**config.mk**
```make
export PLATFORM = sky130hd
export DESIGN_NAME = midi_track_event_parser
export DESIGN_NICKNAME = d
export VERILOG_FILES = /design/src/hdl/mtep_pkg.sv /design/src/hdl/mtep_front.sv /design/src/hdl/mtep_back.sv /design/src/hdl/mtep_resq.sv /design/src/hdl/midi_track_event_parser.sv
export SDC_FILE = /design/constraint.sdc
export NUM_CORES = 1
export LEC_CHECK = 0
export ABC_AREA = 1
export BUFFER_PORTS_ARGS = -buffer_cell sky130_fd_sc_hd__buf_2
export CAP_MARGIN = 10
export CORE_MARGIN = 3
export CORE_UTILIZATION = 55
export CTS_CLUSTER_DIAMETER = 60
export DETAILED_ROUTE_END_ITERATION = 10
export GPL_TIMING_DRIVEN = 0
export PLACE_DENSITY = 0.76
export REMOVE_ABC_BUFFERS = 1
export SLEW_MARGIN = 20
export SYNTH_ARGS = -nofsm -noshare
export SYNTH_HDL_FRONTEND = slang
export SYNTH_SLANG_ARGS = --single-unit
```
**constraint.sdc**
```tcl
create_clock -name clk -period 10.4 [get_ports clk]
set_clock_uncertainty 0.1 [all_clocks]
set_input_delay 2.08 -clock clk [delete_from_list [all_inputs] [get_ports clk]]
set_output_delay 2.08 -clock clk [all_outputs]
set_load 0.005 [all_outputs]
```
**src/hdl/mtep_pkg.sv**
```systemverilog
// Shared types and constants for the MIDI track event parser.
`timescale 1ns / 1ps

package mtep_pkg;

  localparam logic [7:0] META_STATUS  = 8'hFF;
  localparam logic [7:0] SYSEX_START  = 8'hF0;
  localparam logic [7:0] SYSEX_ESCAPE = 8'hF7;
  localparam logic [3:0] CMD_PROGRAM  = 4'hC;
  localparam logic [3:0] CMD_PRESSURE = 4'hD;
  localparam int         VLQ_BITS     = 7;
  localparam int         CONT_BIT     = 7;

  // Both queues are this deep.
  localparam int QDEPTH = 2;
  localparam int QPTR_W = (QDEPTH > 1) ? $clog2(QDEPTH) : 1;
  localparam int QCNT_W = $clog2(QDEPTH + 1);

  typedef enum logic [1:0] {
    REC_CHANNEL   = 2'd0,
    REC_META_HDR  = 2'd1,
    REC_META_DATA = 2'd2,
    REC_TRUNC     = 2'd3
  } rec_kind_t;

  // One track byte with its classification from the front end.
  typedef struct packed {
    logic [7:0] data;
    logic       last;
    logic       is_meta;
    logic       is_sysex;
    logic       is_status;
  } byte_beat_t;

  typedef struct packed {
    rec_kind_t   kind;
    logic [31:0] delta_time;
    logic [3:0]  command;
    logic [3:0]  midi_channel;
    logic [7:0]  param_one;
    logic [7:0]  param_two;
    logic        running_used;
    logic [7:0]  meta_type;
    logic [31:0] meta_length;
    logic [7:0]  payload_byte;
    logic        payload_last;
  } result_t;

  function automatic logic [QPTR_W-1:0] qptr_inc(input logic [QPTR_W-1:0] p);
    if (p == QPTR_W'(QDEPTH - 1)) begin
      return '0;
    end
    return p + QPTR_W'(1);
  endfunction

endpackage

```
**src/hdl/mtep_front.sv**
```systemverilog
// Front end: classifies incoming track bytes and queues them for the parser.
`timescale 1ns / 1ps

module mtep_front (
  input  logic               clk,
  input  logic               rst_n,
  input  logic               in_push,
  output logic               in_full,
  input  logic [7:0]         in_data_byte,
  input  logic               in_track_last,
  output logic               beat_valid,
  output mtep_pkg::byte_beat_t beat,
  input  logic               beat_take
);
  import mtep_pkg::*;

  byte_beat_t        mem_r [QDEPTH];
  byte_beat_t        incoming;
  logic [QPTR_W-1:0] wr_ptr_r, wr_ptr_nxt;
  logic [QPTR_W-1:0] rd_ptr_r, rd_ptr_nxt;
  logic [QCNT_W-1:0] count_r, count_nxt;
  logic              do_wr, do_rd;

  always_comb begin
    incoming.data      = in_data_byte;
    incoming.last      = in_track_last;
    incoming.is_meta   = (in_data_byte == META_STATUS);
    incoming.is_sysex  = (in_data_byte == SYSEX_START) || (in_data_byte == SYSEX_ESCAPE);
    incoming.is_status = in_data_byte[CONT_BIT];
  end

  assign in_full    = (count_r == QCNT_W'(QDEPTH));
  assign beat_valid = (count_r != '0);
  assign beat       = mem_r[rd_ptr_r];
  assign do_wr      = in_push && !in_full;
  assign do_rd      = beat_take && beat_valid;

  always_comb begin
    wr_ptr_nxt = do_wr ? qptr_inc(wr_ptr_r) : wr_ptr_r;
    rd_ptr_nxt = do_rd ? qptr_inc(rd_ptr_r) : rd_ptr_r;
    count_nxt  = count_r;
    if (do_wr && !do_rd) begin
      count_nxt = count_r + QCNT_W'(1);
    end else if (do_rd && !do_wr) begin
      count_nxt = count_r - QCNT_W'(1);
    end
  end

  always_ff @(posedge clk) begin
    if (!rst_n) begin
      wr_ptr_r <= '0;
      rd_ptr_r <= '0;
      count_r  <= '0;
    end else begin
      wr_ptr_r <= wr_ptr_nxt;
      rd_ptr_r <= rd_ptr_nxt;
      count_r  <= count_nxt;
    end
  end

  always_ff @(posedge clk) begin
    if (do_wr) begin
      mem_r[wr_ptr_r] <= incoming;
    end
  end

endmodule

```
**src/hdl/mtep_back.sv**
```systemverilog
// Back end: event parser FSM, one queued byte per cycle when res_full is low.
`timescale 1ns / 1ps

module mtep_back (
  input  logic                 clk,
  input  logic                 rst_n,
  input  logic                 cfg_valid,
  output logic                 cfg_ready,
  input  logic                 cfg_data,
  input  logic                 beat_valid,
  input  mtep_pkg::byte_beat_t beat,
  output logic                 beat_take,
  output logic                 res_push,
  output mtep_pkg::result_t    res,
  input  logic                 res_full
);
  import mtep_pkg::*;

  typedef enum logic [3:0] {
    PH_DELTA_FIRST,
    PH_DELTA_MORE,
    PH_STATUS,
    PH_PARAM1,
    PH_PARAM2,
    PH_META_TYPE,
    PH_META_LEN,
    PH_META_DATA,
    PH_SYX_LEN,
    PH_SYX_DATA
  } phase_t;

  phase_t      phase_r, phase_nxt;
  logic        short_cfg_r, short_cfg_nxt;
  logic [31:0] accum_r, accum_nxt;
  logic [31:0] delta_r, delta_nxt;
  logic [31:0] remain_r, remain_nxt;
  logic [7:0]  mtype_r, mtype_nxt;
  logic [7:0]  p1_r, p1_nxt;
  logic [3:0]  run_cmd_r, run_cmd_nxt;
  logic [3:0]  run_ch_r, run_ch_nxt;
  logic [3:0]  cur_cmd_r, cur_cmd_nxt;
  logic [3:0]  cur_ch_r, cur_ch_nxt;
  logic        cur_run_r, cur_run_nxt;
  logic        emit;
  result_t     rec;
  logic [31:0] shifted;
  logic [31:0] remain_dec;
  logic [7:0]  b;

  assign cfg_ready = 1'b1;
  assign beat_take = beat_valid && !res_full;
  assign b         = beat.data;

  always_comb begin
    short_cfg_nxt = (cfg_valid && cfg_ready) ? cfg_data : short_cfg_r;
    phase_nxt     = phase_r;
    accum_nxt     = accum_r;
    delta_nxt     = delta_r;
    remain_nxt    = remain_r;
    mtype_nxt     = mtype_r;
    p1_nxt        = p1_r;
    run_cmd_nxt   = run_cmd_r;
    run_ch_nxt    = run_ch_r;
    cur_cmd_nxt   = cur_cmd_r;
    cur_ch_nxt    = cur_ch_r;
    cur_run_nxt   = cur_run_r;
    emit          = 1'b0;
    rec           = '0;
    shifted       = {accum_r[31-VLQ_BITS:0], b[VLQ_BITS-1:0]};
    remain_dec    = remain_r - 32'd1;

    if (beat_take) begin
      case (phase_r)
        PH_STATUS: begin
          if (beat.is_meta) begin
            phase_nxt = PH_META_TYPE;
          end else if (beat.is_sysex) begin
            accum_nxt = '0;
            phase_nxt = PH_SYX_LEN;
          end else if (beat.is_status) begin
            cur_cmd_nxt = b[7:4];
            cur_ch_nxt  = b[3:0];
            cur_run_nxt = 1'b0;
            phase_nxt   = PH_PARAM1;
          end else begin
            cur_cmd_nxt = run_cmd_r;
            cur_ch_nxt  = run_ch_r;
            cur_run_nxt = 1'b1;
            p1_nxt      = b;
            phase_nxt   = PH_PARAM2;
            if (short_cfg_r && (run_cmd_r == CMD_PROGRAM || run_cmd_r == CMD_PRESSURE)) begin
              emit      = 1'b1;
              phase_nxt = PH_DELTA_FIRST;
            end
          end
        end
        PH_PARAM1: begin
          p1_nxt    = b;
          phase_nxt = PH_PARAM2;
          if (short_cfg_r && (cur_cmd_r == CMD_PROGRAM || cur_cmd_r == CMD_PRESSURE)) begin
            emit      = 1'b1;
            phase_nxt = PH_DELTA_FIRST;
          end
        end
        PH_PARAM2: begin
          emit      = 1'b1;
          phase_nxt = PH_DELTA_FIRST;
        end
        PH_META_TYPE: begin
          mtype_nxt = b;
          accum_nxt = '0;
          phase_nxt = PH_META_LEN;
        end
        PH_META_LEN: begin
          accum_nxt = shifted;
          if (!b[CONT_BIT]) begin
            emit             = 1'b1;
            rec.kind         = REC_META_HDR;
            rec.delta_time   = delta_r;
            rec.meta_type    = mtype_r;
            rec.meta_length  = shifted;
            remain_nxt       = shifted;
            phase_nxt        = (shifted == '0) ? PH_DELTA_FIRST : PH_META_DATA;
          end
        end
        PH_META_DATA: begin
          remain_nxt        = remain_dec;
          emit              = 1'b1;
          rec.kind          = REC_META_DATA;
          rec.delta_time    = delta_r;
          rec.meta_type     = mtype_r;
          rec.payload_byte  = b;
          rec.payload_last  = (remain_dec == '0);
          if (remain_dec == '0) begin
            phase_nxt = PH_DELTA_FIRST;
          end
        end
        PH_SYX_LEN: begin
          accum_nxt = shifted;
          if (!b[CONT_BIT]) begin
            remain_nxt = shifted;
            phase_nxt  = (shifted == '0) ? PH_DELTA_FIRST : PH_SYX_DATA;
          end
        end
        PH_SYX_DATA: begin
          remain_nxt = remain_dec;
          if (remain_dec == '0) begin
            phase_nxt = PH_DELTA_FIRST;
          end
        end
        default: begin
          // A fresh delta starts from zero; a continuation byte extends it.
          if (phase_r != PH_DELTA_MORE) begin
            shifted = {25'd0, b[VLQ_BITS-1:0]};
          end
          accum_nxt = shifted;
          if (b[CONT_BIT]) begin
            phase_nxt = PH_DELTA_MORE;
          end else begin
            delta_nxt = shifted;
            phase_nxt = PH_STATUS;
          end
        end
      endcase

      // Channel events carry the current command, which becomes the running one.
      if (emit && (phase_r == PH_STATUS || phase_r == PH_PARAM1 || phase_r == PH_PARAM2)) begin
        rec.kind         = REC_CHANNEL;
        rec.delta_time   = delta_r;
        rec.command      = cur_cmd_nxt;
        rec.midi_channel = cur_ch_nxt;
        rec.param_one    = (phase_r == PH_PARAM2) ? p1_r : b;
        rec.param_two    = (phase_r == PH_PARAM2) ? b : 8'd0;
        rec.running_used = cur_run_nxt;
        run_cmd_nxt      = cur_cmd_nxt;
        run_ch_nxt       = cur_ch_nxt;
      end

      if (beat.last) begin
        if (phase_nxt != PH_DELTA_FIRST) begin
          emit     = 1'b1;
          rec      = '0;
          rec.kind = REC_TRUNC;
        end
        phase_nxt   = PH_DELTA_FIRST;
        accum_nxt   = '0;
        run_cmd_nxt = '0;
        run_ch_nxt  = '0;
      end
    end
  end

  assign res_push = emit;
  assign res      = rec;

  always_ff @(posedge clk) begin
    if (!rst_n) begin
      phase_r     <= PH_DELTA_FIRST;
      short_cfg_r <= 1'b1;
      accum_r     <= '0;
      delta_r     <= '0;
      remain_r    <= '0;
      mtype_r     <= '0;
      p1_r        <= '0;
      run_cmd_r   <= '0;
      run_ch_r    <= '0;
      cur_cmd_r   <= '0;
      cur_ch_r    <= '0;
      cur_run_r   <= 1'b0;
    end else begin
      phase_r     <= phase_nxt;
      short_cfg_r <= short_cfg_nxt;
      accum_r     <= accum_nxt;
      delta_r     <= delta_nxt;
      remain_r    <= remain_nxt;
      mtype_r     <= mtype_nxt;
      p1_r        <= p1_nxt;
      run_cmd_r   <= run_cmd_nxt;
      run_ch_r    <= run_ch_nxt;
      cur_cmd_r   <= cur_cmd_nxt;
      cur_ch_r    <= cur_ch_nxt;
      cur_run_r   <= cur_run_nxt;
    end
  end

  a_trunc_on_last: assert property (@(posedge clk) disable iff (!rst_n)
    (res_push && res.kind == REC_TRUNC) |-> (beat_take && beat.last))
    else $error("truncation result without a final track byte");

  a_idle_after_last: assert property (@(posedge clk) disable iff (!rst_n)
    (beat_take && beat.last) |=> (phase_r == PH_DELTA_FIRST && run_cmd_r == '0))
    else $error("parser not idle after the final track byte");

  a_payload_last_ends: assert property (@(posedge clk) disable iff (!rst_n)
    (res_push && res.kind == REC_META_DATA && res.payload_last) |=> (phase_r == PH_DELTA_FIRST))
    else $error("meta payload continued past its last byte");

  a_push_has_room: assert property (@(posedge clk) disable iff (!rst_n)
    res_push |-> !res_full)
    else $error("result produced while the result queue is full");

endmodule

```
**src/hdl/mtep_resq.sv**
```systemverilog
// Result queue between the parser and the output ports.
`timescale 1ns / 1ps

module mtep_resq (
  input  logic              clk,
  input  logic              rst_n,
  input  logic              res_push,
  input  mtep_pkg::result_t res,
  output logic              res_full,
  output logic              out_empty,
  input  logic              out_pop,
  output mtep_pkg::result_t head
);
  import mtep_pkg::*;

  result_t           mem_r [QDEPTH];
  logic [QPTR_W-1:0] wr_ptr_r, wr_ptr_nxt;
  logic [QPTR_W-1:0] rd_ptr_r, rd_ptr_nxt;
  logic [QCNT_W-1:0] count_r, count_nxt;
  logic              do_wr, do_rd;

  assign res_full  = (count_r == QCNT_W'(QDEPTH));
  assign out_empty = (count_r == '0);
  assign head      = mem_r[rd_ptr_r];
  assign do_wr     = res_push && !res_full;
  assign do_rd     = out_pop && !out_empty;

  always_comb begin
    wr_ptr_nxt = do_wr ? qptr_inc(wr_ptr_r) : wr_ptr_r;
    rd_ptr_nxt = do_rd ? qptr_inc(rd_ptr_r) : rd_ptr_r;
    count_nxt  = count_r;
    if (do_wr && !do_rd) begin
      count_nxt = count_r + QCNT_W'(1);
    end else if (do_rd && !do_wr) begin
      count_nxt = count_r - QCNT_W'(1);
    end
  end

  always_ff @(posedge clk) begin
    if (!rst_n) begin
      wr_ptr_r <= '0;
      rd_ptr_r <= '0;
      count_r  <= '0;
    end else begin
      wr_ptr_r <= wr_ptr_nxt;
      rd_ptr_r <= rd_ptr_nxt;
      count_r  <= count_nxt;
    end
  end

  always_ff @(posedge clk) begin
    if (do_wr) begin
      mem_r[wr_ptr_r] <= res;
    end
  end

endmodule

```
**src/hdl/midi_track_event_parser.sv**
```systemverilog
// Top level of the MIDI track event parser: front queue, parser, result queue.
// Path: the front queue holds each byte until the parser takes it, when the
// result queue has room; any result goes into the result queue, whose head
// drives the out_ ports. Throughput: one track byte per cycle unless the
// result queue is full, set by the parser's single phase update and shift-add
// per byte; each byte yields zero or one result beat.
// Reset (rst_n low, synchronous) empties both queues, idles the parser and sets
// the short-command bit to 1.
`timescale 1ns / 1ps

module midi_track_event_parser (
  input  logic        clk,
  input  logic        rst_n,
  input  logic        in_push,
  output logic        in_full,
  input  logic [7:0]  in_data_byte,
  input  logic        in_track_last,
  output logic        out_empty,
  input  logic        out_pop,
  output logic [1:0]  out_rec_kind,
  output logic [31:0] out_delta_time,
  output logic [3:0]  out_command,
  output logic [3:0]  out_midi_channel,
  output logic [7:0]  out_param_one,
  output logic [7:0]  out_param_two,
  output logic        out_running_used,
  output logic [7:0]  out_meta_type,
  output logic [31:0] out_meta_length,
  output logic [7:0]  out_payload_byte,
  output logic        out_payload_last,
  input  logic        cfg_valid,
  output logic        cfg_ready,
  input  logic        cfg_data
);
  import mtep_pkg::*;

  byte_beat_t beat;
  logic       beat_valid;
  logic       beat_take;
  result_t    res;
  logic       res_push;
  logic       res_full;
  result_t    head;

  mtep_front u_front (
    .clk           (clk),
    .rst_n         (rst_n),
    .in_push       (in_push),
    .in_full       (in_full),
    .in_data_byte  (in_data_byte),
    .in_track_last (in_track_last),
    .beat_valid    (beat_valid),
    .beat          (beat),
    .beat_take     (beat_take)
  );

  mtep_back u_back (
    .clk        (clk),
    .rst_n      (rst_n),
    .cfg_valid  (cfg_valid),
    .cfg_ready  (cfg_ready),
    .cfg_data   (cfg_data),
    .beat_valid (beat_valid),
    .beat       (beat),
    .beat_take  (beat_take),
    .res_push   (res_push),
    .res        (res),
    .res_full   (res_full)
  );

  mtep_resq u_resq (
    .clk       (clk),
    .rst_n     (rst_n),
    .res_push  (res_push),
    .res       (res),
    .res_full  (res_full),
    .out_empty (out_empty),
    .out_pop   (out_pop),
    .head      (head)
  );

  assign out_rec_kind     = head.kind;
  assign out_delta_time   = head.delta_time;
  assign out_command      = head.command;
  assign out_midi_channel = head.midi_channel;
  assign out_param_one    = head.param_one;
  assign out_param_two    = head.param_two;
  assign out_running_used = head.running_used;
  assign out_meta_type    = head.meta_type;
  assign out_meta_length  = head.meta_length;
  assign out_payload_byte = head.payload_byte;
  assign out_payload_last = head.payload_last;

endmodule
```
Word-level counts from Yosys, hierarchy flattened
Memory sizes are Yosys's and may differ from the RTL's. A register that Yosys moved wholly into a read port is not among the register bits.
Cells that the tools add are included.
Operators by class
  $add $sub $neg: 9
  eq/ne operators: 25
  mux-type cells: 88
  bitwise operators: 2
  reductions and logical operators: 45
Operators by type and width (count)
  108-bit 2-to-1 mux: 3
  25-bit case mux with 4 select lines: 1
  32-bit 2-to-1 mux: 3
  4-bit 2-to-1 mux: 21
  25-bit 2-to-1 mux: 3
  34-bit case mux with 2 select lines: 1
  32-bit zero test: 2
  32-bit case mux with 2 select lines: 1
  59-bit 2-to-1 mux: 1
  40-bit 2-to-1 mux: 1
  8-bit 2-to-1 mux: 5
  1-bit 2-to-1 mux: 34
  33-bit 2-to-1 mux: 1
  8-bit case mux with 2 select lines: 2
  32-bit by 1-bit subtractor with 32-bit output, second input constant: 1
  4-bit case mux with 7 select lines: 1
  4-bit == test, second input constant: 6
  8-bit == test, second input constant: 3
  4-bit by 3-bit == test with 1-bit output, second input constant: 4
  1-bit logical AND: 12
  2-bit nonzero test: 6
  2-bit 2-to-1 mux: 5
  3-bit 2-to-1 mux: 3
  9-bit 2-to-1 mux: 1
  other kinds (22): 48
Word-level totals
  register bits after elaboration: 135
  memory bits (writable): 240
  output and inout port bits: 111
  memories kept: 2
Memory list
  u_resq.mem_r: depth 2, bits a word 108, rd ports 1, clocked after memory_dff 1, write ports 1, line mtep_resq.sv:16  | result_t mem_r [QDEPTH];
  u_front.mem_r: depth 2, bits a word 12, rd ports 1, clocked after memory_dff 1, write ports 1, line mtep_front.sv:17  | byte_beat_t mem_r [QDEPTH];

Logic depth before layout (Yosys ltp)
Gate-level depths: netlist of run 1.
  depth after elaboration: 18
  depth in mapped cells: 24
  depth with buffers taken out: 24

Cells and area by module
A second synthesis of run 1 with hierarchy kept.
Unflattened totals
  cell total of the unflattened synthesis: 1648
  area total of the unflattened synthesis: 16791.1 um^2
Modules (own cells, without submodules)
  mtep_resq: times used 1, cells each 374, area an instance 8104.0 um^2
  mtep_back: times used 1, cells each 1193, area an instance 7596.0 um^2
  mtep_front: times used 1, cells each 81, area an instance 1091.0 um^2

Least setup slack after synthesis of run 1
No wires, ideal clock.
  kind: reg-to-reg
  start: reg u_back.remain_r[0]
  end: mem u_resq.mem_r[1][0] in the netlist's numbering, enable pin
  arrival time: 7.123 ns
  path slack: 2.565 ns
  cell stages (with the launch flop): 19
  path buffers: 0
  clock period less this slack: 7.835 ns
  cells stage by stage: dfxtp_1 > inv_1 > ha_1 > nand3_2 > nor2_2 > nand2_1 > nor2_1 > nand2_1 > nand2_1 > nor2_1 > nand2_1 > nor2_1 > nand3_1 > nand2_1 > nand2_1 > nor2_1 > nand3_2 > nand3_1 > a21oi_1
On the way
  word-level cells in the longest chain between the ends: 12
Ends and longest elaborated chain
  start, declared: line mtep_back.sv:36  | logic [31:0] remain_r, remain_nxt;
  start signal, assigned: line mtep_back.sv:215  | remain_r <= remain_nxt;
  32-bit by 1-bit subtractor with 32-bit output: line mtep_back.sv:70  | remain_dec = remain_r - 32'd1;
  32-bit zero test: line mtep_back.sv:134, mtep_back.sv:147
  4-bit 2-to-1 mux: line mtep_back.sv:134, mtep_back.sv:147
  4-bit case mux with 7 select lines: line mtep_back.sv:73  | case (phase_r)
  4-bit 2-to-1 mux: line mtep_back.sv:72  | if (beat_take) begin
  4-bit nonzero test: line mtep_back.sv:180  | if (phase_nxt != PH_DELTA_FIRST) begin
  1-bit 2-to-1 mux: line mtep_back.sv:180
  1-bit 2-to-1 mux: line mtep_back.sv:179  | if (beat.last) begin
  1-bit 2-to-1 mux: line mtep_back.sv:72
  1-bit logical AND: line mtep_resq.sv:25  | assign do_wr = res_push && !res_full;
  1-bit 2-to-1 mux: line mtep_resq.sv:52  | if (do_wr) begin
  1-bit 2-to-1 mux (implied by the code): line mtep_resq.sv:53  | mem_r[wr_ptr_r] <= res;
  end, declared: line mtep_resq.sv:16
No other way between the ends. The select of a mux whose other input is x is not followed.

==> metrics, run 1 <==
Max-Cap Viols=0; drt first pass iters=6; Worst setup SP type=flop; min cycle time layout=4.35 ns; largest net degree at the start of global routing=66; WHS Endpoint=u_back.p1_r[0]; Core Util, Final=0.654; worst path required time=~11 ns; Via-to-Cell Ratio=5.73; CTS tree=built; Post-Syn Area=16,400 um2; Syn Inst Count=between 1.5k and 2k; dpl cells=about 2.1k; worst min path class=flop to flop; placer congestion estimate=roughly 0.9; CTS buffer count=39; Post-DP HPWL=roughly 27 mm; Hold-fix buffers, CTS=0; routed len/inst=about 19 um; Die X=approximately 180 um; cell taking the most area after synthesis=edfxtp_1; DRC=0; hold path startpoint=u_back.p1_r[0]; vias=approximately 12k; CP arrival=4.67 ns; fin nets=approximately 1.8k; Top FF cell, synth=edfxtp_1; I/O Pins=between 100 and 150; Initial DRC Count=between 1k and 1.5k; Worst setup EP type=flop; Post-synth EDFFs=between 200 and 250; CTS-repair resized insts=0; Reg clk slew, reported paths=approximately 0.060 ns; worst vdd ir=0.152 mV; first-pass GRT wire length=63.3 mm; clock sink total=375; asr flop ratio synth=0; post-synthesis register bit count=around 380; Antenna Nets Post-Route=0; Netlist cell types=46; Remaining Overflow, GRT=0; P per Cell Area=about 260 nW/um2; core area=around 29,000 um2; Rows=62; initial antenna violation count=0; # setup viols final=0; Area growth syn-to-layout=16.0%; Syn. warnings=0; RSZ-0062 raised after global routing=no; H-tree depth=2; I/O Buffers=about 120; final hold vios=0; status=complete, no violations; most frequent cells in the layout=nand2_1 (355), edfxtp_1 (238), nor2_1 (194); non-filler instance count after layout=2,155; P_leak=about 7 nW; fmax=230 MHz; vias in the first global route=roughly 12k; Tot GR Track Use=0.252; worst-skew pair later-pin latency=about 0.53 ns; Max FO, Critical Path=12; Worst-Margin Slew=about 1.2 ns; Hold Crit Depth=2; Post-Syn Area per Cell=between 10 and 15 um2; ant diodes=0; Worst R2R Path Depth=19; Setup CP Type=flop to flop; reg2reg end=u_resq.count_r[1]; Pins Over Slew Limit=0; starting density of the core=0.564; Die Area=approximately 32,000 um2; most common cell after layout, fill and taps aside=nand2_1; Synth top area share=0.437; Chip Height=roughly 180 um; setup repair bufs after CTS=0; Post-Route WL=between 40 and 50 mm; flop-to-flop setup slack=6.05 ns; Tcrit/Tclk final=0.419; share of layout cells above drive strength 1=0.211; Seq/Total Area, Yosys=0.604; max_slew headroom=0.193; Clock Path Buffers=3; ranking of synthesized cells by area=edfxtp_1 (44%), dfxtp_1 (17%), nand2_1 (8.1%), mux2_2 (7.4%), nor2_1 (4.5%); Root Driver=clkbuf_16
[worst max-delay path by stage]
| stage | startpoint | depth (start not counted) | end |
|---|---|---|---|
| after floorplan | u_back.phase_r[2] | 12 | u_resq.mem_r[1][0] |
| after global placement | u_back.phase_r[2] | 12 | u_resq.mem_r[1][29] |
| after detailed placement | flop | 19 | u_resq.count_r[1] |
| after CTS | flop | 3 | out_delta_time[15] |
| after global routing | flop | 19 | u_resq.count_r[1] |
| final | flop | 19 | u_resq.count_r[1] |
[metrics by stage]
step	hold WS, ns	cell area, um2	total power [mW]	TNS [ns]	setup WS (ns)
after global routing	0.388	19000	5.07	0	5.78
final	0.358	19000	4.85	0	6.05
after floorplan	0.325	16000	2.86	0	2.37
after CTS	0.359	19000	4.87	0	6.06
after global placement	0.335	17200	3.41	-336.95	-1.59
after detailed placement	0.349	17800	3.52	0	6.16
[layout make-up]
type | count | area (um2)
fill | 2262 | 10000
sequential | 375 | 9890
multi-input combinational | 1071 | 5810
timing repair buffer | 145 | 1150
clock buffer | 47 | 1040
tap | 384 | 480
inverter | 110 | 417
clock inverter | 23 | 193
[registers in the layout, summed over array words and instances, names as in the netlist, 8 cells and up, named ones only]
name	cells
u_resq.mem_r	216
u_back.delta_r	32
u_back.remain_r	32
u_back.accum_r	25
u_front.mem_r	22
u_back.mtype_r	8
u_back.p1_r	8
[synth_stat cells, types with 4 or more instances]
master	n
nor3_1	18
inv_1	100
nor2_2	8
buf_1	5
a211oi_1	19
nand4_1	11
mux2_2	108
nor2_4	12
edfxtp_1	238
nand2_1	355
or2_2	5
ha_1	4
dfxtp_1	137
o21ai_0	62
clkbuf_1	58
nor4_1	7
a21oi_1	132
inv_2	7
nand3_1	57
nor2_1	197
o21ai_1	14
a221oi_1	20
a31oi_1	4
buf_2	6
o211ai_1	7
or2_1	5
[per-layer routing]
| metal | up-vias | global-route usage | routed length (um) |
|---|---|---|---|
| met4 | 0 | 0.0740 | 932 |
| met5 | - | 0 | 0 |
| met3 | 88 | 0.0409 | 3050 |
| li1 | 5833 | - | - |
| met1 | 5918 | 0.353 | 17400 |
| met2 | 514 | 0.408 | 19300 |
[kinds of logic after synthesis]
family / count (synthesis) / share of synthesized area
fa+ha+maj: 4 / 0.00306
other cells: 1 / 0.000229
mux: 108 / 0.0743
simple gates: 688 / 0.180
compound gates: 266 / 0.0918
xor+xnor: 4 / 0.00214
flops: 375 / 0.604
buf+inv: 183 / 0.0446
[where the power goes]
group	internal [mW]	switching, mW	total [mW]
Combinational	0.577	0.925	1.50
Clock	0.767	0.578	1.35
Sequential	1.88	0.119	2.00
[critical path, cell delays in order (launching register included)]
cell	delay (ns)
dfxtp_1	0.64
inv_2	0.17
or2_1	0.25
o21ai_1	0.63
nand4_1	0.19
nor2_1	0.13
nand2_1	0.08
nand2_1	0.11
a21boi_1	0.09
nor2_1	0.10
nand2_1	0.09
nor2_1	0.14
nand3_2	0.11
nand3_1	0.29
nand2_1	0.24
ha_1	0.40
a21oi_1	0.12
o21ai_0	0.12
o21ai_0	0.17
a21oi_1	0.05
(Power assumes the default switching activity.)
==> run 2, diff against run 1 <==
Settings changed: ABC_AREA 1 to 0.
Clock period 10.4 ns to 4.5 ns, I/O delays scaled along.
==> metrics, run 2 <==
I/O Buffers=124 (unchanged); fin nets=1,625 (-7.7%); Largest Register=u_resq.mem_r; Post-synth EDFFs=238 (unchanged); vias=12.7k (+2.9%); clock sink total=375 (unchanged); Power Internal=7.35 mW (+130%); initial antenna violation count=0 (unchanged); fmax=228 MHz (-0.59%); Hold-fix buffers, CTS=0 (unchanged); Root Driver=clkbuf_16; P per Cell Area=551 nW/um2 (+120%); Netlist cell types=72 (+57%); Reg clk slew, reported paths=0.06 ns (about the same); post-synthesis register bit count=375 (unchanged); dpl cells=1,950 (-6.5%); Via-to-Cell Ratio=6.27 (+9.4%); Combinational Power Share=0.271 (-0.039); setup ws final=0.119 ns (-5.93 ns); Worst-Margin Slew=1.15 ns (-0.0479 ns); worst vdd ir=0.536 mV (+250%); fill cell total of the finished layout=2,245 (-0.75%); Post-Syn Area per Cell=11.0 um2 (+9.1%); Max FO, Critical Path=36 (+24); Rows=63 (+1.6%); Worst setup SP type=flop; largest net degree at the start of global routing=90 (+36%); Top FF cell, synth=edfxtp_1; Post-DP HPWL=27.1 mm (+0.97%); core area=29,800 um2 (+2.7%); Remaining Overflow, GRT=0 (unchanged); Tcrit/Tclk final=0.973 (+0.555); Worst setup EP type=flop; P_leak=6.73 nW (-1.1%); Setup CP Type=flop to flop; most common cell after layout, fill and taps aside=edfxtp_1; asr flop ratio synth=0 (unchanged); ranking of synthesized cells by area=edfxtp_1 (43%), dfxtp_1 (16%), mux2_2 (7.6%), nor2_1 (4.6%), a21oi_1 (2.8%); min cycle time layout=4.38 ns (+0.0259 ns); clock power share=0.301 (+0.023); Tot GR Track Use=0.254 (+0.00249); CP arrival=4.58 ns (-0.09 ns); switching power=3.33 mW (+110%); Seq/Total Area, Yosys=0.592 (-0.0127); Synth top cells by count=edfxtp_1 (238), nor2_1 (204), dfxtp_1 (137); Initial DRC Count=1,484 (+16%); RSZ-0062 raised after global routing=no; final hold vios=0 (unchanged); first-pass GRT wire length=67.2 mm (+6.2%); setup slack at placement=-1.13 ns (-7.29 ns); Syn. warnings=0 (unchanged); Core Util, Final=0.651 (-0.00338); Pins Over Slew Limit=0 (unchanged); most frequent cells in the layout=edfxtp_1 (238), nor2_1 (201), dfxtp_1 (134); Die Area=32,500 um2 (+2.1%); most numerous cell in the Yosys netlist=edfxtp_1; CTS tree=built; worst-skew pair later-pin latency=0.54 ns (about the same); sequential share of power=0.429 (+0.016); cell taking the most area after synthesis=edfxtp_1; CTS buffer count=39 (unchanged); Placed Area=17,900 um2 (+0.91%); Syn Inst Count=1,525 (-6.4%); worst min path class=flop to flop; Top Registers=u_resq.mem_r x216, u_back.delta_r x32, u_back.remain_r x32; ant diodes=0 (unchanged); Net Sw Frac=0.312 (-0.0229); Chip Height=180 um (+1.0%); I/O Pins=126 (unchanged); starting density of the core=0.561 (-0.00307); Area growth syn-to-layout=16.0% (about the same); post-route cell area=19,400 um2 (+2.2%); non-filler instance count after layout=2,027 (-5.9%); worst path required time=4.70 ns (-6.02 ns); Clock Path Buffers=3 (unchanged); Synth top area share=0.428 (-0.00915); max_slew headroom=0.227 (+0.0339); # setup viols final=0 (unchanged); drt first pass iters=6 (unchanged); placer congestion estimate=0.928 (+0.80%); H-tree depth=2 (unchanged); share of layout cells above drive strength 1=0.242 (+0.0313); Post-Syn Area=16,700 um2 (+2.1%); DRC=0 (unchanged); max FFs per register=216 (unchanged); Antenna Nets Post-Route=0 (unchanged); status=complete, no violations; Post-Route WL=42.7 mm (+5.0%); Die X=180 um (+1.0%); routed len/inst=21.1 um (+12%); Max-Cap Viols=0 (unchanged); vias in the first global route=12.3k (+4.0%)
[run 2: final timing paths]
kind | start | endpoint | slack [ns] | cells after the start
hold reg to reg | u_back.delta_r[27] | u_back.delta_r[27] | 0.37 | 2
setup reg to reg | u_back.remain_r[12] | u_resq.mem_r[1][86] | 0.12 | 9
hold / removal | u_back.delta_r[27] | u_back.delta_r[27] | 0.37 | 2
setup / recovery | u_back.remain_r[12] | u_resq.mem_r[1][86] | 0.12 | 9
[run 2: metal layers]
| layer | track usage | share of wire | up-vias |
|---|---|---|---|
| li1 | - | - | 5811 |
| met1 | 0.354 | 0.42 | 6216 |
| met2 | 0.414 | 0.47 | 580 |
| met3 | 0.0373 | 0.075 | 103 |
| met4 | 0.0857 | 0.032 | 0 |
| met5 | 0 | 0 | - |
[run 2: cell type report]
type / count / area (um2) / share of cell area
Sequential cell: 375 / 9900 / 0.510
Timing Repair Buffer: 151 / 1050 / 0.0539
Multi-Input combinational cell: 1021 / 6570 / 0.339
Timing Repair inverter: 1 / 8.76 / 0.000452
Clock buffer: 52 / 1130 / 0.0582
Clock inverter: 20 / 165 / 0.00852
Inverter: 17 / 95.1 / 0.00490
Tap cell: 390 / 488 / 0.0252
[run 2: power by group through the flow]
stage / clock network (mW) / registers (mW) / logic (mW)
after CTS: 3.25 / 4.58 / 2.86
after global placement: 0 / 4.78 / 2.53
after global routing: 3.39 / 4.63 / 3.12
after detailed placement: 0 / 4.64 / 2.80
after floorplan: 0 / 4.63 / 1.57
final: 3.21 / 4.58 / 2.89
[run 2: logic make-up after synthesis]
family,Yosys count,share of synthesized area
compound gates,305,0.114
simple gates,568,0.168
buf+inv,131,0.0314
xor+xnor,16,0.00838
fa+ha+maj,4,0.00299
flops,375,0.592
mux,125,0.0833
other cells,1,0.000224
[run 2: critical path, stage by stage (launching register included)]
cell and delay [ns]:
dfxtp_1 0.35, nor3_1 0.54, nand4b_1 0.41, or4_4 0.65, a2111oi_4 0.45, nand4_1 0.25, o21a_1 0.30, o31a_4 0.49
buf_12 0.21, o21ai_0 0.38
[run 2: metrics by stage]
step	power (mW)	setup TNS [ns]	hold slack, ns
6_report	10.7	0	0.375
5_1_grt	11.1	0	0.392
4_1_cts	10.7	0	0.372
3_5_place_dp	7.44	-205.11	0.362
2_1_floorplan	6.20	-457.32	0.345
3_3_place_gp	7.31	-1697.17	0.353
[run 2: what timing repair did]
item                                   4_1_cts  5_1_grt
gates cloned                                 2        1
gates resized for setup                     13       12
setup buffers                                1        1
pin swaps                                    1        1
endpoints found under the hold margin        0        0
setup endpoints to repair                  293      215
